**src/rtl/tdss_pkg.sv**
```systemverilog
// ----------------------------------------------------------------------------
// tdss_pkg
// Shared types and constants of the table-driven step sequencer.
// ----------------------------------------------------------------------------
package tdss_pkg;

	localparam int MAX_STEPS = 16;
	localparam int MAX_RULES = 8;
	localparam int SLOT_W    = $clog2(MAX_STEPS);
	localparam int UCNT_W    = $clog2(MAX_STEPS + 1);
	localparam int RULE_W    = $clog2(MAX_RULES);
	localparam int RCNT_W    = $clog2(MAX_RULES + 1);
	localparam int RADDR_D   = MAX_STEPS * MAX_RULES;

	localparam logic [15:0] FALLBACK_ID = 16'h00FF;

	typedef enum logic [2:0] {
		ACT_LOAD_STEP = 3'd0,
		ACT_LOAD_RULE = 3'd1,
		ACT_START     = 3'd2,
		ACT_STOP      = 3'd3,
		ACT_RESET     = 3'd4,
		ACT_TICK      = 3'd5,
		ACT_OUTCOME   = 3'd6,
		ACT_NONE      = 3'd7
	} action_t;

	typedef enum logic [1:0] {
		RUN_IDLE  = 2'd0,
		RUN_RUN   = 2'd1,
		RUN_ENDED = 2'd2,
		RUN_ERROR = 2'd3
	} run_t;

	localparam logic [1:0] RES_WAIT = 2'd0;
	localparam logic [1:0] RES_OK   = 2'd1;
	localparam logic [1:0] RES_ERR  = 2'd2;

	localparam logic [1:0] CFG_STEP_COUNT = 2'd0;
	localparam logic [1:0] CFG_CYCLE_MODE = 2'd1;
	localparam logic [1:0] CFG_END_STEP   = 2'd2;

	typedef enum logic [2:0] {
		S_IDLE,
		S_R0A,
		S_R0B,
		S_RCA,
		S_RCB,
		S_RSCAN,
		S_SSCAN
	} state_t;

	typedef enum logic [1:0] {
		SK_ERRTGT,
		SK_FALLBACK,
		SK_ENTER,
		SK_FINAL
	} search_t;

	typedef struct packed {
		logic [15:0]       id;
		logic [31:0]       timeout;
		logic [RCNT_W-1:0] rule_count;
		logic              has_handler;
	} step_ent_t;

	typedef struct packed {
		logic [1:0]  result;
		logic [15:0] target;
	} rule_ent_t;

endpackage

```
**src/rtl/tdss_ram.sv**
```systemverilog
// ----------------------------------------------------------------------------
// tdss_ram
// Generic single-write, single-read RAM with registered read data.
// ----------------------------------------------------------------------------
module tdss_ram #(
	parameter int WIDTH = 8,
	parameter int DEPTH = 16
) (
	input  logic                     clk,
	input  logic                     we,
	input  logic [$clog2(DEPTH)-1:0] waddr,
	input  logic [WIDTH-1:0]         wdata,
	input  logic [$clog2(DEPTH)-1:0] raddr,
	output logic [WIDTH-1:0]         rdata
);
	logic [WIDTH-1:0] mem_q [DEPTH];

	always_ff @(posedge clk) begin
		if (we) begin
			mem_q[waddr] <= wdata;
		end
		rdata <= mem_q[raddr];
	end
endmodule

```
**src/rtl/table_driven_step_sequencer_top.sv**
```systemverilog
// ----------------------------------------------------------------------------
// table_driven_step_sequencer_top
// Step sequencer over a loaded table of steps with timeouts and result rules.
// ----------------------------------------------------------------------------
// Usage:
//   Command channel: drive action and its fields with start high; the word is
//   taken at an edge where busy is low. busy stays high until the result.
//   Result: done pulses for one cycle with machine_state, current_step_id and
//   step_found; the receiver cannot stall, so it must sample on done.
//   Config channel: cfg_valid/cfg_ready with cfg_index and cfg_data; always
//   ready, write only while busy is low.
//   Sequencing: loads, start, stop take one scan of the step table. Tick and
//   outcome add a table read, a rule scan and up to two more table scans. The
//   step table RAM read port sets the pace: one entry per cycle during every
//   scan.
//   Reset: control clears at once; table contents stay undefined until loaded.
// ----------------------------------------------------------------------------
module table_driven_step_sequencer_top (
	input  logic        clk,
	input  logic        arst_n,
	input  logic        start,
	output logic        busy,
	input  logic [2:0]  action,
	input  logic [3:0]  entry_index,
	input  logic [2:0]  rule_index,
	input  logic [15:0] step_id,
	input  logic [31:0] timeout_ticks,
	input  logic [3:0]  rule_count,
	input  logic        has_handler,
	input  logic [1:0]  rule_result,
	input  logic [15:0] next_step_id,
	input  logic [1:0]  step_outcome,
	output logic        done,
	output logic [1:0]  machine_state,
	output logic [15:0] current_step_id,
	output logic        step_found,
	input  logic        cfg_valid,
	output logic        cfg_ready,
	input  logic [1:0]  cfg_index,
	input  logic [15:0] cfg_data
);
	import tdss_pkg::*;

	state_t state_q, state_d;
	search_t purp_q, purp_d;
	action_t act_q, act_d;
	run_t run_q, run_d;
	logic [15:0] cur_id_q, cur_id_d;
	logic [SLOT_W-1:0] slot_q, slot_d;
	logic slot_valid_q, slot_valid_d;
	logic [31:0] start_time_q, start_time_d, time_q, time_d;
	logic [1:0] oc_q, oc_d;
	logic [4:0] step_count_q;
	logic cycle_mode_q;
	logic [15:0] end_id_q;
	logic [RCNT_W-1:0] rc_q, rc_d, ri_q, ri_d;
	logic [UCNT_W-1:0] si_q, si_d;
	logic v_s1, v_d;
	logic [SLOT_W-1:0] slot_s1, slot_s1_d;
	logic [1:0] rkey_q, rkey_d;
	logic [15:0] skey_q, skey_d;
	logic done_q, done_d, found_q, found_d;

	logic [UCNT_W-1:0] used;
	logic cur_ok, accept;
	logic s_we, r_we;
	logic [SLOT_W-1:0] s_raddr;
	step_ent_t s_wdata, s_rdata;
	rule_ent_t r_wdata, r_rdata;
	logic [SLOT_W+RULE_W-1:0] r_waddr;
	logic [RCNT_W-1:0] rc_clamp;

	assign accept    = start && !busy;
	assign busy      = (state_q != S_IDLE);
	assign cfg_ready = 1'b1;
	assign used      = (step_count_q > 5'(MAX_STEPS)) ? UCNT_W'(MAX_STEPS)
	                                                  : UCNT_W'(step_count_q);
	assign cur_ok    = slot_valid_q && (UCNT_W'(slot_q) < used);
	assign rc_clamp  = (rule_count > 4'(MAX_RULES)) ? RCNT_W'(MAX_RULES)
	                                                : RCNT_W'(rule_count);

	assign s_we    = accept && (action_t'(action) == ACT_LOAD_STEP)
	                 && (int'(entry_index) < MAX_STEPS);
	assign r_we    = accept && (action_t'(action) == ACT_LOAD_RULE)
	                 && (int'(entry_index) < MAX_STEPS) && (int'(rule_index) < MAX_RULES);
	assign s_wdata = '{id: step_id, timeout: timeout_ticks, rule_count: rc_clamp,
	                   has_handler: has_handler};
	assign r_wdata = '{result: rule_result, target: next_step_id};
	assign r_waddr = {SLOT_W'(entry_index), RULE_W'(rule_index)};

	always_comb begin
		case (state_q)
			S_R0A:   s_raddr = '0;
			S_RCA:   s_raddr = slot_q;
			default: s_raddr = si_q[SLOT_W-1:0];
		endcase
	end

	tdss_ram #(.WIDTH($bits(step_ent_t)), .DEPTH(MAX_STEPS)) u_step_ram (
		.clk   (clk),
		.we    (s_we),
		.waddr (SLOT_W'(entry_index)),
		.wdata (s_wdata),
		.raddr (s_raddr),
		.rdata (s_rdata)
	);

	tdss_ram #(.WIDTH($bits(rule_ent_t)), .DEPTH(RADDR_D)) u_rule_ram (
		.clk   (clk),
		.we    (r_we),
		.waddr (r_waddr),
		.wdata (r_wdata),
		.raddr ({slot_q, ri_q[RULE_W-1:0]}),
		.rdata (r_rdata)
	);

	always_ff @(posedge clk or negedge arst_n) begin
		if (!arst_n) begin
			step_count_q <= '0;
			cycle_mode_q <= 1'b0;
			end_id_q     <= 16'hFFFF;
		end else if (cfg_valid && cfg_ready) begin
			case (cfg_index)
				CFG_STEP_COUNT: step_count_q <= cfg_data[4:0];
				CFG_CYCLE_MODE: cycle_mode_q <= cfg_data[0];
				CFG_END_STEP:   end_id_q     <= cfg_data;
				default: ;
			endcase
		end
	end

	always_ff @(posedge clk or negedge arst_n) begin
		if (!arst_n) begin
			state_q      <= S_IDLE;
			run_q        <= RUN_IDLE;
			cur_id_q     <= '0;
			slot_q       <= '0;
			slot_valid_q <= 1'b1;
			start_time_q <= '0;
			time_q       <= '0;
			done_q       <= 1'b0;
			v_s1         <= 1'b0;
		end else begin
			state_q      <= state_d;
			run_q        <= run_d;
			cur_id_q     <= cur_id_d;
			slot_q       <= slot_d;
			slot_valid_q <= slot_valid_d;
			start_time_q <= start_time_d;
			time_q       <= time_d;
			done_q       <= done_d;
			v_s1         <= v_d;
		end
	end

	always_ff @(posedge clk) begin
		purp_q   <= purp_d;
		act_q    <= act_d;
		oc_q     <= oc_d;
		rc_q     <= rc_d;
		ri_q     <= ri_d;
		si_q     <= si_d;
		slot_s1  <= slot_s1_d;
		rkey_q   <= rkey_d;
		skey_q   <= skey_d;
		found_q  <= found_d;
	end

	always_comb begin
		state_d      = state_q;
		purp_d       = purp_q;
		act_d        = act_q;
		run_d        = run_q;
		cur_id_d     = cur_id_q;
		slot_d       = slot_q;
		slot_valid_d = slot_valid_q;
		start_time_d = start_time_q;
		time_d       = time_q;
		oc_d         = oc_q;
		rc_d         = rc_q;
		ri_d         = ri_q;
		si_d         = si_q;
		v_d          = 1'b0;
		slot_s1_d    = slot_s1;
		rkey_d       = rkey_q;
		skey_d       = skey_q;
		found_d      = found_q;
		done_d       = 1'b0;

		case (state_q)
			S_IDLE: begin
				if (accept) begin
					act_d   = action_t'(action);
					oc_d    = step_outcome;
					state_d = S_SSCAN;
					purp_d  = SK_FINAL;
					skey_d  = cur_id_q;
					si_d    = '0;
					case (action_t'(action))
						ACT_LOAD_STEP: begin
							if (s_we && (entry_index == '0)) begin
								cur_id_d     = step_id;
								slot_d       = '0;
								slot_valid_d = 1'b1;
								skey_d       = step_id;
							end
						end
						ACT_START: begin
							if (run_q == RUN_IDLE || run_q == RUN_ENDED) begin
								run_d        = RUN_RUN;
								start_time_d = time_q;
							end
						end
						ACT_STOP: run_d = RUN_IDLE;
						ACT_RESET: state_d = S_R0A;
						ACT_TICK: begin
							time_d = time_q + 32'd1;
							if (run_q == RUN_RUN) begin
								if (cur_ok) state_d = S_RCA;
								else run_d = RUN_ERROR;
							end
						end
						ACT_OUTCOME: begin
							if (run_q == RUN_RUN) begin
								if (cur_ok) state_d = S_RCA;
								else run_d = RUN_ERROR;
							end
						end
						default: ;
					endcase
				end
			end
			S_R0A: state_d = S_R0B;
			S_R0B: begin
				si_d   = '0;
				skey_d = s_rdata.id;
				state_d = S_SSCAN;
				if (act_q == ACT_RESET) begin
					run_d        = RUN_IDLE;
					cur_id_d     = s_rdata.id;
					slot_d       = '0;
					slot_valid_d = 1'b1;
					start_time_d = '0;
					purp_d       = SK_FINAL;
				end else begin
					run_d  = RUN_RUN;
					purp_d = SK_ENTER;
				end
			end
			S_RCA: state_d = S_RCB;
			S_RCB: begin
				rc_d    = s_rdata.rule_count;
				ri_d    = '0;
				purp_d  = SK_FINAL;
				skey_d  = cur_id_q;
				si_d    = '0;
				state_d = S_SSCAN;
				if (act_q == ACT_TICK) begin
					if ((s_rdata.timeout != '0)
					    && ((time_q - start_time_q) >= s_rdata.timeout)) begin
						rkey_d  = RES_ERR;
						state_d = S_RSCAN;
					end
				end else if (!s_rdata.has_handler) begin
					run_d = RUN_ERROR;
				end else if (oc_q == RES_OK) begin
					rkey_d  = RES_OK;
					state_d = S_RSCAN;
				end else if (oc_q != RES_WAIT) begin
					rkey_d  = RES_ERR;
					state_d = S_RSCAN;
				end
			end
			S_RSCAN: begin
				if (ri_q < rc_q) begin
					v_d        = 1'b1;
					ri_d       = ri_q + RCNT_W'(1);
				end
				if ((v_s1 && (r_rdata.result == rkey_q)) || (!v_s1 && (ri_q >= rc_q))) begin
					v_d     = 1'b0;
					si_d    = '0;
					state_d = S_SSCAN;
					purp_d  = SK_FINAL;
					skey_d  = cur_id_q;
					if (v_s1) begin
						if (rkey_q == RES_ERR) begin
							skey_d = r_rdata.target;
							purp_d = SK_ERRTGT;
						end else if (r_rdata.target == end_id_q) begin
							run_d = RUN_ENDED;
							if (cycle_mode_q) state_d = S_R0A;
						end else begin
							skey_d = r_rdata.target;
							purp_d = SK_ENTER;
						end
					end else if (rkey_q == RES_ERR) begin
						skey_d = FALLBACK_ID;
						purp_d = SK_FALLBACK;
					end else begin
						run_d = RUN_ERROR;
					end
				end
			end
			S_SSCAN: begin
				if (si_q < used) begin
					v_d       = 1'b1;
					slot_s1_d = si_q[SLOT_W-1:0];
					si_d      = si_q + UCNT_W'(1);
				end
				if ((v_s1 && (s_rdata.id == skey_q)) || (!v_s1 && (si_q >= used))) begin
					v_d  = 1'b0;
					si_d = '0;
					case (purp_q)
						SK_FINAL: begin
							found_d = v_s1;
							done_d  = 1'b1;
							state_d = S_IDLE;
						end
						SK_ERRTGT, SK_FALLBACK: begin
							if (v_s1) begin
								cur_id_d     = skey_q;
								slot_d       = slot_s1;
								slot_valid_d = 1'b1;
								start_time_d = time_q;
								purp_d       = SK_FINAL;
							end else if (purp_q == SK_ERRTGT) begin
								skey_d = FALLBACK_ID;
								purp_d = SK_FALLBACK;
							end else begin
								run_d  = RUN_ERROR;
								skey_d = cur_id_q;
								purp_d = SK_FINAL;
							end
						end
						default: begin
							cur_id_d     = skey_q;
							slot_d       = v_s1 ? slot_s1 : '0;
							slot_valid_d = v_s1;
							start_time_d = time_q;
							purp_d       = SK_FINAL;
						end
					endcase
				end
			end
			default: state_d = S_IDLE;
		endcase
	end

	assign done            = done_q;
	assign machine_state   = run_q;
	assign current_step_id = cur_id_q;
	assign step_found      = found_q;

	a_done_after_busy: assert property (@(posedge clk) disable iff (!arst_n)
		done |-> $past(busy))
		else $error("result without a command in progress");
	a_accept_busy: assert property (@(posedge clk) disable iff (!arst_n)
		accept |=> busy)
		else $error("command accepted but block not busy");
	a_done_single: assert property (@(posedge clk) disable iff (!arst_n)
		done |=> !done)
		else $error("result strobe longer than one cycle");
	a_done_idle: assert property (@(posedge clk) disable iff (!arst_n)
		done |-> !busy)
		else $error("result while still busy");
endmodule
```
**config.mk**
```make
export PLATFORM = sky130hd
export DESIGN_NAME = table_driven_step_sequencer_top
export DESIGN_NICKNAME = d
export VERILOG_FILES = /design/src/rtl/tdss_pkg.sv /design/src/rtl/tdss_ram.sv /design/src/rtl/table_driven_step_sequencer_top.sv
export SDC_FILE = /design/constraint.sdc
export NUM_CORES = 2
export LEC_CHECK = 0
export BUFFER_PORTS_ARGS = -buffer_cell sky130_fd_sc_hd__buf_2
export CAP_MARGIN = 20
export CORE_MARGIN = 2
export CORE_UTILIZATION = 55
export DETAILED_ROUTE_END_ITERATION = 8
export PLACE_DENSITY = 0.71
export SLEW_MARGIN = 20
export SYNTH_ARGS = -nofsm -noshare
export SYNTH_HDL_FRONTEND = slang
export SYNTH_SLANG_ARGS = --single-unit
```
**constraint.sdc**
```tcl
create_clock -name clk -period 5.85 [get_ports clk]
set_clock_uncertainty 0.05 [all_clocks]
set_input_delay 0.585 -clock clk [delete_from_list [all_inputs] [get_ports clk]]
set_output_delay 0.585 -clock clk [all_outputs]
set_load 0.02 [all_outputs]
```
* Yosys cells after proc, flatten, opt, wreduce, memory -nomap -nowiden
Memories as Yosys holds them, arrays and structs flattened. A register that Yosys moved wholly into a read port is not among the register bits. Index checks and enable logic that the tools add are counted.
Cells by class: add/subtract/negate cells 4, magnitude comparators 8, equal/unequal tests 50, muxes and demuxes 117, reduce and logical (&&, ||, !) cells 50
Operators with widths (count):
- 16-bit two-way mux | 15
- 32-bit two-way mux | 6
- 32-bit case mux with 3 select lines | 1
- 16-bit case mux with 5 select lines | 1
- 2-bit two-way mux | 32
- 32-bit case mux with 2 select lines | 1
- 16-bit case mux with 3 select lines | 1
- 4-bit two-way mux | 9
- 3-bit two-way mux | 11
- 32-bit by 1-bit adder with 32-bit output (second input constant) | 1
- 16-bit == test | 2
- 32-bit >= comparator | 1
- 16-bit case mux with 2 select lines | 1
- 32-bit nonzero test | 1
- 32-bit subtractor | 1
- 2-bit != test (second input constant) | 15
- 5-bit two-way mux | 5
- 3-bit == test (second input constant) | 8
- 4-bit case mux with 2 select lines | 3
- 3-bit case mux with 7 select lines | 1
- 1-bit two-way mux | 20
- 2-bit case mux with 5 select lines | 2
- 5-bit case mux with 4 select lines | 1
- 3-bit != test (second input constant) | 6
- 40 further kinds | 84
Storage, ports and cells: register bits 157, bits in writable memories 3152, memories 2
Memory list:
- u_rule_ram.mem_q | words 128, width 18, rd ports 1, clocked after memory_dff 1, write ports 1, RTL line tdss_ram.sv:16 | logic [WIDTH-1:0] mem_q [DEPTH];
- u_step_ram.mem_q | words 16, width 53, rd ports 1, clocked after memory_dff 1, write ports 1, RTL line tdss_ram.sv:16

* Depth between registers and ports, before layout
depth after elaboration 9, depth in mapped cells 21, depth with buffers taken out 21

* By module
A second synthesis with hierarchy kept.
Second synthesis, totals: cells, all modules 5999, area, all modules 131936.5 µm²
By module, submodules not included:
- tdss_ram at u_rule_ram | instances 1, cells an instance 3450, area an instance 88245.9 µm², sequential area each 69546.7 µm²
- tdss_ram at u_step_ram | instances 1, cells an instance 1370, area an instance 32811.5 µm², sequential area each 26525.4 µm²
- table_driven_step_sequencer_top | instances 1, cells an instance 1179, area an instance 10879.2 µm², sequential area each 4165.2 µm²

* Worst setup path before layout
No wires, ideal clock.
kind reg2reg, from register state_q[0], to memory u_step_ram.mem_q[11][0] in the netlist's numbering, enable pin, library setup time 0.464 ns, data arrival time 3.713 ns, slack 1.622 ns, cell stages (with the launch flop) 8, path buffers 2, cell sequence dfrtp_1 buf_2 nor3_1 inv_1 nor2_1 nand2_1 clkbuf_1 nor2_1
On the way: word-level cells in the longest chain between the ends 6
RTL lines:
- start: declaration | RTL line table_driven_step_sequencer_top.sv:44 | state_t state_q, state_d;
- start signal: assignment | RTL line table_driven_step_sequencer_top.sv:144 | state_q <= state_d;
- 3-bit nonzero test | RTL line table_driven_step_sequencer_top.sv:74 | assign busy = (state_q != S_IDLE);
- named net busy | RTL line table_driven_step_sequencer_top.sv:22 | output logic busy,
- 1-bit logical NOT | RTL line table_driven_step_sequencer_top.sv:73 | assign accept = start && !busy;
- 1-bit logical AND | RTL line table_driven_step_sequencer_top.sv:73
- 1-bit logical AND | RTL line table_driven_step_sequencer_top.sv:82 | assign s_we = accept && (action_t'(action) == ACT_LOAD_STEP)
- 1-bit two-way mux | RTL line tdss_ram.sv:19 | if (we) begin
- 1-bit two-way mux (not written as such) | RTL line tdss_ram.sv:20 | mem_q[waddr] <= wdata;
- end: declaration | RTL line tdss_ram.sv:16
The timed path passes the listed nets, and every way through them passes these cells.

* Final worst setup path
from register time_q[0], to register rkey_q[0], enable pin
On the way: word-level cells in the longest chain between the ends 5
RTL lines:
- start: declaration | RTL line table_driven_step_sequencer_top.sv:51 | logic [31:0] start_time_q, start_time_d, time_q, time_d;
- start signal: assignment | RTL line table_driven_step_sequencer_top.sv:150 | time_q <= time_d;
- 32-bit subtractor | RTL line table_driven_step_sequencer_top.sv:260 | && ((time_q - start_time_q) >= s_rdata.timeout)) begin
- 32-bit >= comparator | RTL line table_driven_step_sequencer_top.sv:260
- 1-bit logical AND | RTL line table_driven_step_sequencer_top.sv:260
- 2-bit by 1-bit != test with 1-bit output (no source line)
- 4-bit AND reduction (no source line)
- end signal: assignment | RTL line table_driven_step_sequencer_top.sv:164 | rkey_q <= rkey_d;
- end: declaration | RTL line table_driven_step_sequencer_top.sv:60 | logic [1:0] rkey_q, rkey_d;
No other way between the ends. A chain may end at the register's enable or synchronous reset.

==> results_dict.tcl <==
set metrics [dict create \
    yosysSeqAreaShare_pct 75.4 \
    power_frac_seq_pct 43.4 \
    cts_tree "done" \
    insertion_delay_ps 980 \
    io_buffers 125 \
    criticalPathCategory "flop to flop" \
    swShare_pct 28.5 \
    cellPowerDensity_nw_per_um2 426 \
    fp.dieArea_um2 246000 \
    drv_cap 0 \
    grt_start_max_net_pins 128 \
    hold_viol_final 0 \
    tns_ps 0 \
    antenna_found_initial 26 \
    grt_pass1_vias 69000 \
    fmax_ghz 0.209 \
    cts_buffers 348 \
    layout.nets 7510 \
    syn_inst 6911 \
    arrival_ps 5360 \
    stdcell_area_um2 151000 \
    drc 0 \
    cts_num_sinks 3380 \
    pwr-share-clk_pct 34.1 \
    leakagePower_uw 0.0484 \
    grt.overflow.total 0 \
    r2r-start "time_q[0]$_DFFE_PN0P_" \
    ant_nets 0 \
    drt_pre_antenna_iters 6 \
    comb_power_share_pct 22.4 \
    worstPathMaxFanout 3 \
    final_cell_mix "3195 x edfxtp_1, 756 x mux4_2, 586 x nand2_1" \
    relSlewSlack_pct 21.4 \
    viasPerCell 6.47 \
    critPathCaptureType "flop" \
    ioPinCount 127 \
    switchingPower_uw 18300 \
    min_path_type "primary input to flop" \
    dr.first_iter.drc_count 9210 \
    synth_seq_cells 3380 \
    whs_endpoint "cycle_mode_q$_DFFE_PN0P_" \
    synth_edf_count 3195 \
    crit_required_ps 6410 \
    path_clk_slew_ps 60 \
    routed_wl_mm 334 \
    irDropWorstVdd_v 0.000381 \
    ys.flop_type "edfxtp_1" \
    grt_usage_pct 27.2 \
    wl_per_cell_um 30.9 \
    rows 180 \
    place_hpwl_mm 195 \
    dpl_cell_area_um2 139000 \
    root_buffer "clkbuf_16" \
    worstMarginPinSlew_ps 1170 \
    drv_slew 0 \
    synth.yosys.warnings 0 \
    rsz0062_at_grt "no" \
    dieHeight_um 496 \
    layout_min_cycle_time_ps 4790 \
    drive_gt1_share_pct 23.3 \
    syn_nets 7095 \
    cp-start-kind "flop" \
    grt_pass1_wl_mm 482 \
    final_common_cell "edfxtp_1" \
    postCtsHoldBufs 77 \
    rrSetupSlack_ps 1060 \
    postCtsResizedCells 0 \
    worst_r2r_endpoint "rkey_q[0]$_SDFFCE_PP0P_" \
    ys_types 68 \
    synth_area_um2 133000 \
    htree_num_levels 5 \
    clk_path_buf_depth 4 \
    min_period_over_period_pct 81.9 \
    min-delay-start "cfg_valid" \
    intPower_uw 46000 \
    outcome "finished, final reports clean" \
    coreArea_um2 241000 \
    syn2layout_area_growth_pct 13.5 \
    die_w_um 496 \
    holdPathStages 3 \
    vias 69900 \
    r2r_cells 17 \
    initial_utilization_pct 55.3 \
    cts_setup_buffers 0 \
    globalplace.congestion 0.894 \
    synthArstFlopShare_pct 3.37 \
    setup_viol 0 \
    avgSynthCellArea_um2 19.2 \
]
## worst max-delay path by stage
stage                                        end                   start  slack (ps)  depth (start not counted)
5_1_grt                   state_q[0]$_DFFE_PN0P_   time_q[0]$_DFFE_PN0P_         680                         20
2_1_floorplan  u_step_ram.mem_q[11][0]$_DFFE_PP_  state_q[0]$_DFFE_PN0P_        1620                          7
6_report                 rkey_q[0]$_SDFFCE_PP0P_   time_q[0]$_DFFE_PN0P_        1060                         17
3_3_place_gp             rkey_q[0]$_SDFFCE_PP0P_   time_q[0]$_DFFE_PN0P_        1170                         17
4_1_cts                  rkey_q[0]$_SDFFCE_PP0P_   time_q[0]$_DFFE_PN0P_        1040                         17
3_5_place_dp             rkey_q[1]$_SDFFCE_PP1P_   time_q[0]$_DFFE_PN0P_        1070                         17
## Yosys cell counts, drive strengths merged (8+ instances only)
library cell	n	area (um2)
edfxtp	3195	95900
mux4	756	17000
nand2	588	2210
clkbuf	301	1130
a211oi	270	2030
nor2	225	845
and2	217	1360
a21oi	172	861
a31oi	118	738
a311oi	106	928
buf	98	455
dfrtp	97	2430
o21ai	95	475
inv	89	334
ha	78	976
dfxtp	71	1420
xnor2	61	534
mux2	43	484
nand3	40	200
xor2	37	324
a21o	23	173
nand4	21	131
nor2b	21	131
and3	18	113
dfstp	17	447
nor4	17	106
a22o	16	140
o21a	11	82.6
a32oi	9	78.8
mux2i	9	90.1
nor3	9	45.0
a221o	8	80.1
o221ai	8	70.1
## layout make-up
type / count / area, um2
clock inverter: 176 / 2010
multi-input combinational: 3041 / 31100
inverter: 91 / 344
clock buffer: 435 / 9190
antenna: 20 / 50.0
sequential: 3380 / 100000
tap: 3185 / 3990
timing repair buffer: 464 / 3840
fill: 16200 / 89700
## through the flow
step | setup WS (ps) | utilization, % | hold slack [ps] | total power (uW) | std cells
floorplan | 1620 | - | 239 | 37400 | 6911
global placement | 1170 | 57.6 | 412 | 42400 | 10100
detailed placement | 1070 | 57.7 | 422 | 42700 | 10100
CTS | 1040 | 62.6 | 0.0753 | 64500 | 10800
global route | 681 | 62.7 | 23.0 | 66300 | 10800
finish | 1060 | 62.7 | 44.2 | 64300 | 10800
## logic make-up after synthesis
family / synth area share, %
AO/OA/AOI/OAI: 4.50
XOR/XNOR: 0.646
adder cells (fa/ha/maj): 0.749
buffers and inverters: 1.45
flip-flops: 75.4
multiplexers: 13.2
other: 0.00282
AND/OR/NAND/NOR: 3.99
## per-layer routing
layer  global-route usage [%]  share of wire, %  wire [um]  vias to the layer above
li1                         -                 -          -                    28900
met2                     42.6                48     160000                     3740
met1                     38.4                39     129000                    36600
met4                     10.2               3.9      12800                        6
met5                        0             0.012         41                        -
met3                     5.48               9.4      31500                      535
## critical path, cell delays in order, from the launching register on
cell      delay (ps)
dfrtp_1          400
inv_1            120
ha_1             180
inv_1             60
fa_1             410
a21oi_1          240
o211ai_1         170
a211oi_1         410
o31ai_1          200
a41oi_1          350
o211ai_1         160
a31oi_1          240
xnor2_1           90
ha_1             300
nand4_1           80
or3_1            370
a31oi_1          390
o31a_1           290
## state kept, by name, indices dropped and copies added, names as in the netlist, 3 cells and up
signal / flops
time_q: 32
u_step_ram.rdata: 53
state_q: 3
current_step_id: 16
start_time_q: 32
u_step_ram.mem_q: 848
step_count_q: 5
ri_q: 4
slot_q: 4
rc_q: 4
si_q: 5
skey_q: 16
end_id_q: 16
slot_s1: 4
u_rule_ram.mem_q: 2304
u_rule_ram.rdata: 18
act_q: 3
## power groups by stage
stage                     sequential [uW]  clock, uW  combinational [uW]
after global routing                27900      23100               15300
after CTS                           27900      22200               14400
after global placement              28400          0               14100
after detailed placement            28400          0               14300
after floorplan                     28000          0                9410
final                               27900      21900               14400
(Power assumes the default switching activity.)
